### config.mk
export PLATFORM = sky130hd
export DESIGN_NAME = sincos_angle_delta_tracker
export DESIGN_NICKNAME = d
export VERILOG_FILES = /design/src/design/sadt_pkg.sv /design/src/design/sadt_prep.sv /design/src/design/sadt_cell.sv /design/src/design/sadt_out.sv /design/src/design/sincos_angle_delta_tracker.sv
export SDC_FILE = /design/constraint.sdc
export NUM_CORES = 2
export LEC_CHECK = 0
export BUFFER_PORTS_ARGS = -buffer_cell sky130_fd_sc_hd__buf_2
export CORE_MARGIN = 2
export CORE_UTILIZATION = 59
export DETAILED_ROUTE_END_ITERATION = 12
export GPL_TIMING_DRIVEN = 0
export PLACE_DENSITY = 0.83
export SYNTH_ARGS = -nofsm -noshare
export SYNTH_HDL_FRONTEND = slang
export SYNTH_SLANG_ARGS = --single-unit
### constraint.sdc
create_clock -name clk -period 11.2 [get_ports clk]
set_input_delay 2.24 -clock clk [delete_from_list [all_inputs] [get_ports clk]]
set_output_delay 2.24 -clock clk [all_outputs]
set_load 0.03 [all_outputs]
### src/design/sadt_pkg.sv
// ----------------------------------------------------------------------------
// sadt_pkg
// Shared constants for the sin/cos angle delta tracker: the CORDIC arctangent
// table, fixed-point widths and parameter defaults.
// ----------------------------------------------------------------------------
package sadt_pkg;

  localparam int SAMPLE_BITS_DEF   = 10;
  localparam int ANGLE_BITS_DEF    = 16;
  localparam int CORDIC_STAGES_DEF = 16;

  localparam int MID_BITS  = 10;
  localparam int OUT_BITS  = 16;
  localparam int ACC_BITS  = 32;
  localparam int FRAC_BITS = 24;
  localparam int TABLE_LEN = 24;

  localparam logic [MID_BITS-1:0] MID_RESET = 10'd512;
  localparam logic [ACC_BITS-1:0] HALF_TURN = 32'h8000_0000;

  // atan(2^-i) in binary angle, full turn = 2^32
  localparam logic [ACC_BITS-1:0] ATAN_TURNS [TABLE_LEN] = '{
    32'h20000000, 32'h12E4051E, 32'h09FB385B, 32'h051111D4,
    32'h028B0D43, 32'h0145D7E1, 32'h00A2F61E, 32'h00517C55,
    32'h0028BE53, 32'h00145F2F, 32'h000A2F98, 32'h000517CC,
    32'h00028BE6, 32'h000145F3, 32'h0000A2F9, 32'h0000517D,
    32'h000028BE, 32'h0000145F, 32'h00000A30, 32'h00000518,
    32'h0000028C, 32'h00000146, 32'h000000A3, 32'h00000051
  };

endpackage

### src/design/sadt_prep.sv
// ----------------------------------------------------------------------------
// sadt_prep
// Front cell: holds the midpoint register, centers both readings, folds the
// vector into the right half plane and scales it into CORDIC fixed point.
// ----------------------------------------------------------------------------
module sadt_prep #(
  parameter int SAMPLE_BITS = sadt_pkg::SAMPLE_BITS_DEF,
  parameter int XW          = 37
) (
  input  logic                           clk,
  input  logic                           rst_n,
  input  logic                           cfg_wr_en,
  input  logic [sadt_pkg::MID_BITS-1:0]  cfg_wr_data,
  input  logic                           up_valid,
  output logic                           up_stall,
  input  logic [SAMPLE_BITS-1:0]         up_a,
  input  logic [SAMPLE_BITS-1:0]         up_b,
  output logic                           dn_valid,
  input  logic                           dn_stall,
  output logic signed [XW-1:0]           dn_x,
  output logic signed [XW-1:0]           dn_y,
  output logic [sadt_pkg::ACC_BITS-1:0]  dn_acc,
  output logic                           dn_zero
);

  localparam int DW = ((SAMPLE_BITS > sadt_pkg::MID_BITS) ? SAMPLE_BITS
                                                          : sadt_pkg::MID_BITS) + 1;
  localparam int FW = sadt_pkg::FRAC_BITS;

  logic [sadt_pkg::MID_BITS-1:0] mid_r;
  logic signed [DW-1:0]          mid_s, a_s, b_s, xc, yc, xf, yf;
  logic                          valid_r;
  logic signed [XW-1:0]          x_r, y_r;
  logic [sadt_pkg::ACC_BITS-1:0] acc_r, acc_nxt;
  logic                          zero_r;

  always_ff @(posedge clk) begin
    if (!rst_n) begin
      mid_r <= sadt_pkg::MID_RESET;
    end else if (cfg_wr_en) begin
      mid_r <= cfg_wr_data;
    end
  end

  assign mid_s = signed'(DW'(mid_r));
  assign a_s   = signed'(DW'(up_a));
  assign b_s   = signed'(DW'(up_b));
  assign yc    = a_s - mid_s;
  assign xc    = b_s - mid_s;

  always_comb begin
    if (xc[DW-1]) begin
      xf      = -xc;
      yf      = -yc;
      acc_nxt = sadt_pkg::HALF_TURN;
    end else begin
      xf      = xc;
      yf      = yc;
      acc_nxt = '0;
    end
  end

  assign up_stall = valid_r && dn_stall;

  always_ff @(posedge clk) begin
    if (!rst_n) begin
      valid_r <= 1'b0;
    end else if (!up_stall) begin
      valid_r <= up_valid;
    end
  end

  always_ff @(posedge clk) begin
    if (up_valid && !up_stall) begin
      x_r    <= {{(XW-DW-FW){xf[DW-1]}}, xf, {FW{1'b0}}};
      y_r    <= {{(XW-DW-FW){yf[DW-1]}}, yf, {FW{1'b0}}};
      acc_r  <= acc_nxt;
      zero_r <= (xc == '0) && (yc == '0);
    end
  end

  assign dn_valid = valid_r;
  assign dn_x     = x_r;
  assign dn_y     = y_r;
  assign dn_acc   = acc_r;
  assign dn_zero  = zero_r;

endmodule

### src/design/sadt_cell.sv
// ----------------------------------------------------------------------------
// sadt_cell
// One vectoring CORDIC micro-rotation with its own register and valid bit.
// ----------------------------------------------------------------------------
module sadt_cell #(
  parameter int XW    = 37,
  parameter int STAGE = 0
) (
  input  logic                           clk,
  input  logic                           rst_n,
  input  logic                           up_valid,
  output logic                           up_stall,
  input  logic signed [XW-1:0]           up_x,
  input  logic signed [XW-1:0]           up_y,
  input  logic [sadt_pkg::ACC_BITS-1:0]  up_acc,
  input  logic                           up_zero,
  output logic                           dn_valid,
  input  logic                           dn_stall,
  output logic signed [XW-1:0]           dn_x,
  output logic signed [XW-1:0]           dn_y,
  output logic [sadt_pkg::ACC_BITS-1:0]  dn_acc,
  output logic                           dn_zero
);

  localparam logic [sadt_pkg::ACC_BITS-1:0] TURN = sadt_pkg::ATAN_TURNS[STAGE];

  logic signed [XW-1:0]          xs, ys, x_nxt, y_nxt, x_r, y_r;
  logic [sadt_pkg::ACC_BITS-1:0] acc_nxt, acc_r;
  logic                          valid_r, zero_r;

  // arithmetic shift floors, matching the fixed-point definition
  assign xs = up_x >>> STAGE;
  assign ys = up_y >>> STAGE;

  always_comb begin
    if (!up_y[XW-1]) begin
      x_nxt   = up_x + ys;
      y_nxt   = up_y - xs;
      acc_nxt = up_acc + TURN;
    end else begin
      x_nxt   = up_x - ys;
      y_nxt   = up_y + xs;
      acc_nxt = up_acc - TURN;
    end
  end

  assign up_stall = valid_r && dn_stall;

  always_ff @(posedge clk) begin
    if (!rst_n) begin
      valid_r <= 1'b0;
    end else if (!up_stall) begin
      valid_r <= up_valid;
    end
  end

  always_ff @(posedge clk) begin
    if (up_valid && !up_stall) begin
      x_r    <= x_nxt;
      y_r    <= y_nxt;
      acc_r  <= acc_nxt;
      zero_r <= up_zero;
    end
  end

  assign dn_valid = valid_r;
  assign dn_x     = x_r;
  assign dn_y     = y_r;
  assign dn_acc   = acc_r;
  assign dn_zero  = zero_r;

endmodule

### src/design/sadt_out.sv
// ----------------------------------------------------------------------------
// sadt_out
// Last cell: rounds the accumulator to the output angle, differences it
// against the previous angle and holds the result register.
// ----------------------------------------------------------------------------
module sadt_out #(
  parameter int ANGLE_BITS = sadt_pkg::ANGLE_BITS_DEF
) (
  input  logic                           clk,
  input  logic                           rst_n,
  input  logic                           up_valid,
  output logic                           up_stall,
  input  logic [sadt_pkg::ACC_BITS-1:0]  up_acc,
  input  logic                           up_zero,
  output logic                           out_valid,
  input  logic                           out_stall,
  output logic signed [sadt_pkg::OUT_BITS-1:0] out_angle_delta,
  output logic [sadt_pkg::OUT_BITS-1:0]  out_angle_now
);

  localparam int AW = sadt_pkg::ACC_BITS;
  localparam int EW = (ANGLE_BITS > sadt_pkg::OUT_BITS) ? ANGLE_BITS : sadt_pkg::OUT_BITS;
  localparam logic [AW-1:0] RND = AW'(1) << (AW - 1 - ANGLE_BITS);

  logic [AW-1:0]          acc_rnd;
  logic [ANGLE_BITS-1:0]  now, diff, last_r;
  logic signed [EW-1:0]   diff_ext;
  logic [EW-1:0]          now_ext;
  logic                   valid_r;
  logic [sadt_pkg::OUT_BITS-1:0] delta_r, now_r;

  assign acc_rnd  = up_acc + RND;
  assign now      = up_zero ? '0 : acc_rnd[AW-1 -: ANGLE_BITS];
  assign diff     = now - last_r;
  assign diff_ext = EW'(signed'(diff));
  assign now_ext  = EW'(now);

  assign up_stall = valid_r && out_stall;

  always_ff @(posedge clk) begin
    if (!rst_n) begin
      valid_r <= 1'b0;
      last_r  <= '0;
    end else begin
      if (!up_stall) begin
        valid_r <= up_valid;
      end
      if (up_valid && !up_stall) begin
        last_r <= now;
      end
    end
  end

  always_ff @(posedge clk) begin
    if (up_valid && !up_stall) begin
      delta_r <= diff_ext[sadt_pkg::OUT_BITS-1:0];
      now_r   <= now_ext[sadt_pkg::OUT_BITS-1:0];
    end
  end

  assign out_valid       = valid_r;
  assign out_angle_delta = signed'(delta_r);
  assign out_angle_now   = now_r;

endmodule

### src/design/sincos_angle_delta_tracker.sv
// ----------------------------------------------------------------------------
// sincos_angle_delta_tracker
// Angle and angle change of a magnet from two quadrature analog sensors,
// computed by a pipelined vectoring CORDIC.
//
// Usage:
//   cfg_wr_en/cfg_wr_data write the sensor midpoint (reset 512); write it only
//   while no request is in flight.
//   Input request: in_sample_a (y) and in_sample_b (x), taken when in_valid is
//   high and in_stall low. Result request: out_angle_now (full turn = 2^16)
//   and out_angle_delta (change from the previous angle, in [-half, +half)),
//   taken when out_valid is high and out_stall low.
//   The pipeline is a centering cell, one cell per CORDIC rotation and an
//   output cell; one request enters per cycle while in_stall is low. Each
//   cell has its own valid bit, so bubbles close up while the receiver
//   stalls and the input keeps being taken until every cell is full; the
//   result register holds its request steady while out_stall is high.
//   Reset empties the pipeline, sets the midpoint to 512 and the previous
//   angle to 0.
// ----------------------------------------------------------------------------
module sincos_angle_delta_tracker #(
  parameter int SAMPLE_BITS   = sadt_pkg::SAMPLE_BITS_DEF,
  parameter int ANGLE_BITS    = sadt_pkg::ANGLE_BITS_DEF,
  parameter int CORDIC_STAGES = sadt_pkg::CORDIC_STAGES_DEF
) (
  input  logic                                 clk,
  input  logic                                 rst_n,
  input  logic                                 cfg_wr_en,
  input  logic [sadt_pkg::MID_BITS-1:0]        cfg_wr_data,
  input  logic                                 in_valid,
  output logic                                 in_stall,
  input  logic [SAMPLE_BITS-1:0]               in_sample_a,
  input  logic [SAMPLE_BITS-1:0]               in_sample_b,
  output logic                                 out_valid,
  input  logic                                 out_stall,
  output logic signed [sadt_pkg::OUT_BITS-1:0] out_angle_delta,
  output logic [sadt_pkg::OUT_BITS-1:0]        out_angle_now
);

  localparam int DW = ((SAMPLE_BITS > sadt_pkg::MID_BITS) ? SAMPLE_BITS
                                                          : sadt_pkg::MID_BITS) + 1;
  // two guard bits cover the CORDIC gain on a diagonal vector
  localparam int XW = DW + 2 + sadt_pkg::FRAC_BITS;
  localparam int N  = CORDIC_STAGES;

  logic                          vld   [N+1];
  logic                          stl   [N+1];
  logic signed [XW-1:0]          xv    [N+1];
  logic signed [XW-1:0]          yv    [N+1];
  logic [sadt_pkg::ACC_BITS-1:0] accv  [N+1];
  logic                          zerov [N+1];

  sadt_prep #(
    .SAMPLE_BITS (SAMPLE_BITS),
    .XW          (XW)
  ) u_prep (
    .clk         (clk),
    .rst_n       (rst_n),
    .cfg_wr_en   (cfg_wr_en),
    .cfg_wr_data (cfg_wr_data),
    .up_valid    (in_valid),
    .up_stall    (in_stall),
    .up_a        (in_sample_a),
    .up_b        (in_sample_b),
    .dn_valid    (vld[0]),
    .dn_stall    (stl[0]),
    .dn_x        (xv[0]),
    .dn_y        (yv[0]),
    .dn_acc      (accv[0]),
    .dn_zero     (zerov[0])
  );

  for (genvar i = 0; i < N; i++) begin : g_cell
    sadt_cell #(
      .XW    (XW),
      .STAGE (i)
    ) u_cell (
      .clk      (clk),
      .rst_n    (rst_n),
      .up_valid (vld[i]),
      .up_stall (stl[i]),
      .up_x     (xv[i]),
      .up_y     (yv[i]),
      .up_acc   (accv[i]),
      .up_zero  (zerov[i]),
      .dn_valid (vld[i+1]),
      .dn_stall (stl[i+1]),
      .dn_x     (xv[i+1]),
      .dn_y     (yv[i+1]),
      .dn_acc   (accv[i+1]),
      .dn_zero  (zerov[i+1])
    );
  end

  sadt_out #(
    .ANGLE_BITS (ANGLE_BITS)
  ) u_out (
    .clk             (clk),
    .rst_n           (rst_n),
    .up_valid        (vld[N]),
    .up_stall        (stl[N]),
    .up_acc          (accv[N]),
    .up_zero         (zerov[N]),
    .out_valid       (out_valid),
    .out_stall       (out_stall),
    .out_angle_delta (out_angle_delta),
    .out_angle_now   (out_angle_now)
  );

  // final-cell x and y carry the vector magnitude; the angle needs only acc
  logic unused_xy;
  assign unused_xy = ^{xv[N], yv[N]};

endmodule

# Word-level counts from Yosys, hierarchy flattened
# Index checks and enable logic that the tools add are counted.
[totals]
word_cells = 288
register_bits = 1732
inputBits = 35
out_inout_bits = 34
[op_classes]
n_mux = 49
add_sub_neg = 95
n_reduce_logical = 57
[op_table]
columns = ["cell", "count"]
rows = [
  ["$mux W37", 29],
  ["$mux W32", 17],
  ["$add A37 B24 Y37", 2],
  ["$add A37 B25 Y37", 2],
  ["$add A37 B26 Y37", 2],
  ["$add A37 B27 Y37", 2],
  ["$add A37 B28 Y37", 2],
  ["$add A37 B29 Y37", 2],
  ["$add A37 B30 Y37", 2],
  ["$add A37 B31 Y37", 2],
  ["$add A37 B32 Y37", 2],
  ["$add A37 B33 Y37", 2],
  ["$add A37 B34 Y37", 2],
  ["$add A37 B35 Y37", 2],
  ["$add A37 B36 Y37", 2],
  ["$sub A37 B24 Y37", 2],
  ["$sub A37 B25 Y37", 2],
  ["$sub A37 B26 Y37", 2],
  ["$sub A37 B27 Y37", 2],
  ["$sub A37 B28 Y37", 2],
  ["$sub A37 B29 Y37", 2],
  ["$sub A37 B30 Y37", 2],
  ["$sub A37 B31 Y37", 2],
  ["$sub A37 B32 Y37", 2],
  ["other kinds (48)", 111],
]

# Logic depth before layout (Yosys ltp)
[depth]
ltp_word = 20
depth_mapped = 22
mapped_depth_nobuf = 21

# By module
# From an unflattened synthesis, not the netlist that was laid out.
[unflattened]
hier_cells = 18129
area_unflattened_um2 = 165558.8
[modules_own_cells]
columns = ["module", "cells_each", "instances", "area_per_inst_um2", "seq_area_each_um2"]
rows = [
  ["sadt_cell (g_cell[7].u_cell)", 1185, 1, 10592.7, 3233.1],
  ["sadt_cell (g_cell[14].u_cell)", 1195, 1, 10470.0, 3233.1],
  ["sadt_cell (g_cell[1].u_cell)", 1156, 1, 10386.2, 3233.1],
  ["sadt_cell (g_cell[13].u_cell)", 1133, 1, 10212.3, 3233.1],
  ["sadt_cell (g_cell[6].u_cell)", 1144, 1, 10189.8, 3233.1],
  ["sadt_cell (g_cell[12].u_cell)", 1087, 1, 9999.6, 3233.1],
  ["sadt_cell (g_cell[2].u_cell)", 1097, 1, 9979.6, 3233.1],
  ["sadt_cell (g_cell[3].u_cell)", 1089, 1, 9952.0, 3233.1],
  ["sadt_cell (g_cell[8].u_cell)", 1059, 1, 9839.4, 3233.1],
  ["sadt_cell (g_cell[5].u_cell)", 1057, 1, 9818.2, 3233.1],
  ["sadt_cell (g_cell[0].u_cell)", 1109, 1, 9809.4, 3203.1],
  ["sadt_cell (g_cell[10].u_cell)", 1057, 1, 9745.6, 3233.1],
  ["sadt_cell (g_cell[15].u_cell)", 1040, 1, 9744.3, 3233.1],
  ["sadt_cell (g_cell[4].u_cell)", 1052, 1, 9728.1, 3233.1],
  ["+4 rows", "-", "-", "-", "-"],
]

# Worst setup path before layout
# No wires, ideal clock.
[synth_path]
path_kind = "input to register"
startpoint = "input out_stall"
endpoint = "register g_cell[8].u_cell.acc_r (netlist bit g_cell[8].u_cell.dn_acc[10]), enable pin"
n_path_buf = 0
setup_ns = 0.733
stages = 5
t_arrival_ns = 10.754
slack_ns = -0.288
required_time_ns = 10.467
path_cell_list = "and4_1 -> and3_1 -> and2_1 -> and3_1 -> a21boi_0"
[synth_via]
elab_chain_cells = 11
[synth_lines]
columns = ["element", "line", "rtl"]
rows = [
  ["from (decl)", "sincos_angle_delta_tracker.sv:35", "input logic out_stall,"],
  ["$logic_and A1 B1 Y1", "sadt_out.sv:38", "assign up_stall = valid_r && out_stall;"],
  ["$logic_and A1 B1 Y1 (8 in a row)", "sadt_cell.sv:47", "assign up_stall = valid_r && dn_stall;"],
  ["$logic_not A1 Y1", "-", ""],
  ["$logic_and A1 B1 Y1", "sadt_cell.sv:58", "if (up_valid && !up_stall) begin"],
  ["to (signal assigned)", "sadt_cell.sv:61", "acc_r <= acc_nxt;"],
  ["to (decl)", "sadt_cell.sv:28", "logic [sadt_pkg::ACC_BITS-1:0] acc_nxt, acc_r;"],
]
# No other way between the ends.
# A chain may end at the register's enable or synchronous reset.

# Final worst setup path
[layout_path]
startpoint = "input out_stall"
endpoint = "output in_stall"
[layout_via]
elab_chain_cells = 18
[layout_lines]
columns = ["element", "line", "rtl"]
rows = [
  ["$logic_and A1 B1 Y1", "sadt_out.sv:38", ""],
  ["$logic_and A1 B1 Y1 (16 in a row)", "sadt_cell.sv:47", ""],
  ["$logic_and A1 B1 Y1", "sadt_prep.sv:63", "assign up_stall = valid_r && dn_stall;"],
  ["to (decl)", "sincos_angle_delta_tracker.sv:31", "output logic in_stall,"],
]
# No other way between the ends.

==> impl_metrics.py <==
metrics = {
    "worst_setup_path": {
        "cp.required_ps": 8960,
        "worstPathBufferInverterCount": 2,
        "slowest_delay_ps": 480,
        "cp-end-kind": "primary output",
        "critPathLaunchType": "input pin",
        "r2r_cells": 17,
        "worst_path_dominant_cell_family": "simple AND/OR/NAND/NOR gates",
        "worstReg2RegStart": "g_cell[6].u_cell.dn_y[36]",
        "rr_endpoint": "g_cell[7].u_cell.dn_y[36]",
        "crit_fanout": 5,
        "path_common_cell": "and3_1",
        "worstPathCellList": "buf_2 -> and4_1 -> and3_1 -> and2_1 -> nand2_1 -> nor2_1 -> and3_1 -> and2_1 -> and3_1 -> and2_1 -> and3_1 -> buf_2",
        "path_class": "input pin to primary output",
        "reg2reg_slack_ps": 4170,
        "crit_arrival_ps": 5900,
        "slowest_stage": "and3_1",
    },
    "global_routing": {
        "grt-ovfl-total": 0,
        "met2_usage_pct": 48.8,
        "grt_pass1_vias": 84028,
        "antenna_found_initial": 3,
        "grt_max_degree": 74,
        "met3_usage_pct": 4.19,
        "gr-usage-met1_pct": 35.2,
        "busiest_layer": "met2",
        "grt.total_usage_pct": 28.5,
        "grt_pass1_wl_um": 435000,
    },
    "sta": {
        "grt_setup_unrepaired": "no",
        "max_freq_mhz": 123,
        "tightest_slew_ps": 1410,
        "finalHoldViolCount": 0,
        "finalSetupTns_ps": 0,
        "fin_crit_sh_pct": 72.7,
        "maxSlewViolCount": 0,
        "slew_headroom_pct": 5.99,
        "fin_crit_ps": 8140,
        "finalClockSkew_ps": 34.6,
        "finalWorstSetupSlack_ps": 3060,
        "finalSetupViolCount": 0,
    },
    "floorplan": {
        "die_y_um": 434,
        "dieArea_um2": 189000,
        "core-area_um2": 185000,
        "io_pins": 69,
        "start_util_pct": 59.2,
        "rows": 158,
        "die_x_um": 434,
    },
    "clock_tree": {
        "cts_tree": "done",
        "clk_latency_ps": 820,
        "htreeDepth": 4,
        "clockRootBuffer": "clkbuf_16",
        "cts_buffers": 151,
        "cts.sinks": 1330,
        "clockBufferDepth": 3,
        "postCtsSetupBuffers": 0,
        "hold_buffers": 0,
        "ctsResizeCount": 0,
        "clk_pin_slew_ps": 50,
    },
    "route": {
        "first_iter_violations": 8197,
        "first_pass_iters": 6,
        "viasPerCell": 6.19,
        "wire_per_inst_um": 19.5,
        "wl_um": 277000,
        "ant_nets": 0,
        "vias": 87883,
        "drc": 0,
    },
    "place": {
        "pre_cts_slack_ps": 3120,
        "place_area_um2": 114000,
        "dp_hpwl_um": 220000,
        "port_buffers": 68,
        "place.gp.congestion": 0.992,
    },
    "hold_path": {
        "worstHoldStart": "g_cell[9].u_cell.dn_acc[1]",
        "whs_path_depth": 0,
        "hold_path.class": "flop to flop",
        "hold_end": "g_cell[10].u_cell.dn_acc[1]",
    },
    "synth": {
        "seq_area_frac_synth_pct": 36.1,
        "synthFlopType": "edfxtp_1",
        "synth_area_um2": 109000,
        "synthTopCellsByArea": "edfxtp_1 (35%), ha_1 (14%), xnor2_1 (8.2%), a21oi_1 (5.1%), xor2_1 (4.5%)",
        "yosys_warnings": 0,
        "syn_nets": 12685,
        "synthDominantCellAreaShare_pct": 35.3,
        "synth.avg_cell_area_um2": 9.63,
        "synth_edf_count": 1286,
        "ys_ff_latch": 1330,
        "ys_types": 100,
        "synthCells": 11357,
        "synthArstFlopShare_pct": 0,
        "yosysTopAreaCell": "edfxtp_1",
    },
    "layout": {
        "multi_input_area_um2": 67300,
        "nets": 12938,
        "n_antenna_cell": 0,
        "final_core_util_pct": 64.1,
        "final_cell_mix": "edfxtp_1 (1286), ha_1 (1259), a21oi_1 (1105)",
        "drive_above_1_share_pct": 4.09,
        "syn_to_final_growth_pct": 8.33,
        "num-fill-cells": 14423,
        "ff_latch_area_um2": 39500,
        "final_area_um2": 118000,
        "layout_commonest_cell": "edfxtp_1",
    },
    "power_and_ir_drop": {
        "peakVddDrop_uv": 138,
        "power_density_nw_per_um2": 101,
        "leakage_nw": 47.9,
    },
    "job": {
        "max-cap-violations": 0,
    },
    "outcome": {
        "outcome": "complete, no violations",
    },
}
Yosys cell counts (all sizes together), types with 41 or more instances:
cell    number
a31oi      134
nor3       322
xnor2     1028
a21oi     1108
ha        1259
o21bai     183
mux2i       42
or3         90
dfxtp       44
clkbuf     127
xor2       568
nor2      1071
mux2        41
nand2b     162
a211oi      80
o31ai       54
a21boi      68
nor3b       42
edfxtp    1286
and3       132
o21ai      463
o21a       190
nor2b      218
nand3      177
a21o       499
nor4        77
nand2      553
nand4       87
or2         44
o211ai      45
and2        87
o41ai       43
inv        534
metal layers:
metal	vias to the layer above	wire length [um]
met1	41582	113000
met4	0	13700
met2	3102	132000
li1	42417	-
met3	782	18100
met5	-	0
power by group:
part	internal (mW)	switching, mW	total [mW]
Combinational	0.604	0.758	1.36
Sequential	5.58	0.0986	5.68
Clock	2.85	2.10	4.95
worst reg2reg max path: cells and delay by family, from the launching register on:
kind            cells  cell delay (ps)
compound gates      8             1820
xor+xnor            2              970
fa+ha+maj           1              220
buf+inv             3             1920
flops               1             1070
simple gates        3              690
logic make-up after synthesis:
group	after synthesis	share of synthesized area (%)
AO/OA/AOI/OAI	3181	18.7
flip-flops	1330	36.1
adder cells (fa/ha/maj)	1293	15.0
XOR/XNOR	1596	12.8
buffers and inverters	695	2.39
AND/OR/NAND/NOR	3179	14.2
multiplexers	83	0.807
worst max path at each step:
| stage | end | start | cells past startpoint | slack, ps |
|---|---|---|---|---|
| floorplan | g_cell[13].u_cell.dn_acc[10] | out_stall | 2 | 1360 |
| global placement | g_cell[13].u_cell.dn_x[14] | out_stall | 3 | -940 |
| detailed placement | in_stall | out_stall | 12 | 3120 |
| CTS | in_stall | out_stall | 12 | 3110 |
| global route | in_stall | out_stall | 12 | 2830 |
| finish | in_stall | out_stall | 12 | 3060 |
final cells by class:
| cell class | count | area share (%) |
|---|---|---|
| Multi-Input combinational cell | 9332 | 56.9 |
| Clock inverter | 95 | 0.830 |
| Tap cell | 2480 | 2.62 |
| Sequential cell | 1330 | 33.3 |
| Buffer | 155 | 0.494 |
| Clock buffer | 177 | 3.32 |
| Inverter | 540 | 1.71 |
| Timing Repair Buffer | 100 | 0.827 |
through the flow:
stage | hold WS [ps] | instances | power [mW]
after floorplan | 400 | 11357 | 6.82
after global placement | 404 | 13905 | 7.08
after detailed placement | 405 | 13937 | 7.12
after CTS | 417 | 14209 | 12.0
after global routing | 419 | 14209 | 12.4
final | 416 | 14209 | 12.0
state kept, by name, indices dropped and copies added (netlist names):
register,count
g_cell.u_cell.dn_acc,424
u_prep.dn_y,11
g_cell.u_cell.dn_valid,16
g_cell.u_cell.dn_y,404
u_out.out_angle_now,16
u_prep.dn_x,11
u_prep.mid_r,10
u_out.out_angle_delta,16
u_out.out_valid,1
u_out.last_r,16
u_prep.dn_zero,1
u_prep.dn_valid,1
g_cell.u_cell.dn_x,386
u_prep.dn_acc,1
g_cell.u_cell.dn_zero,16
No activity file was read; power rests on OpenSTA's default activity.
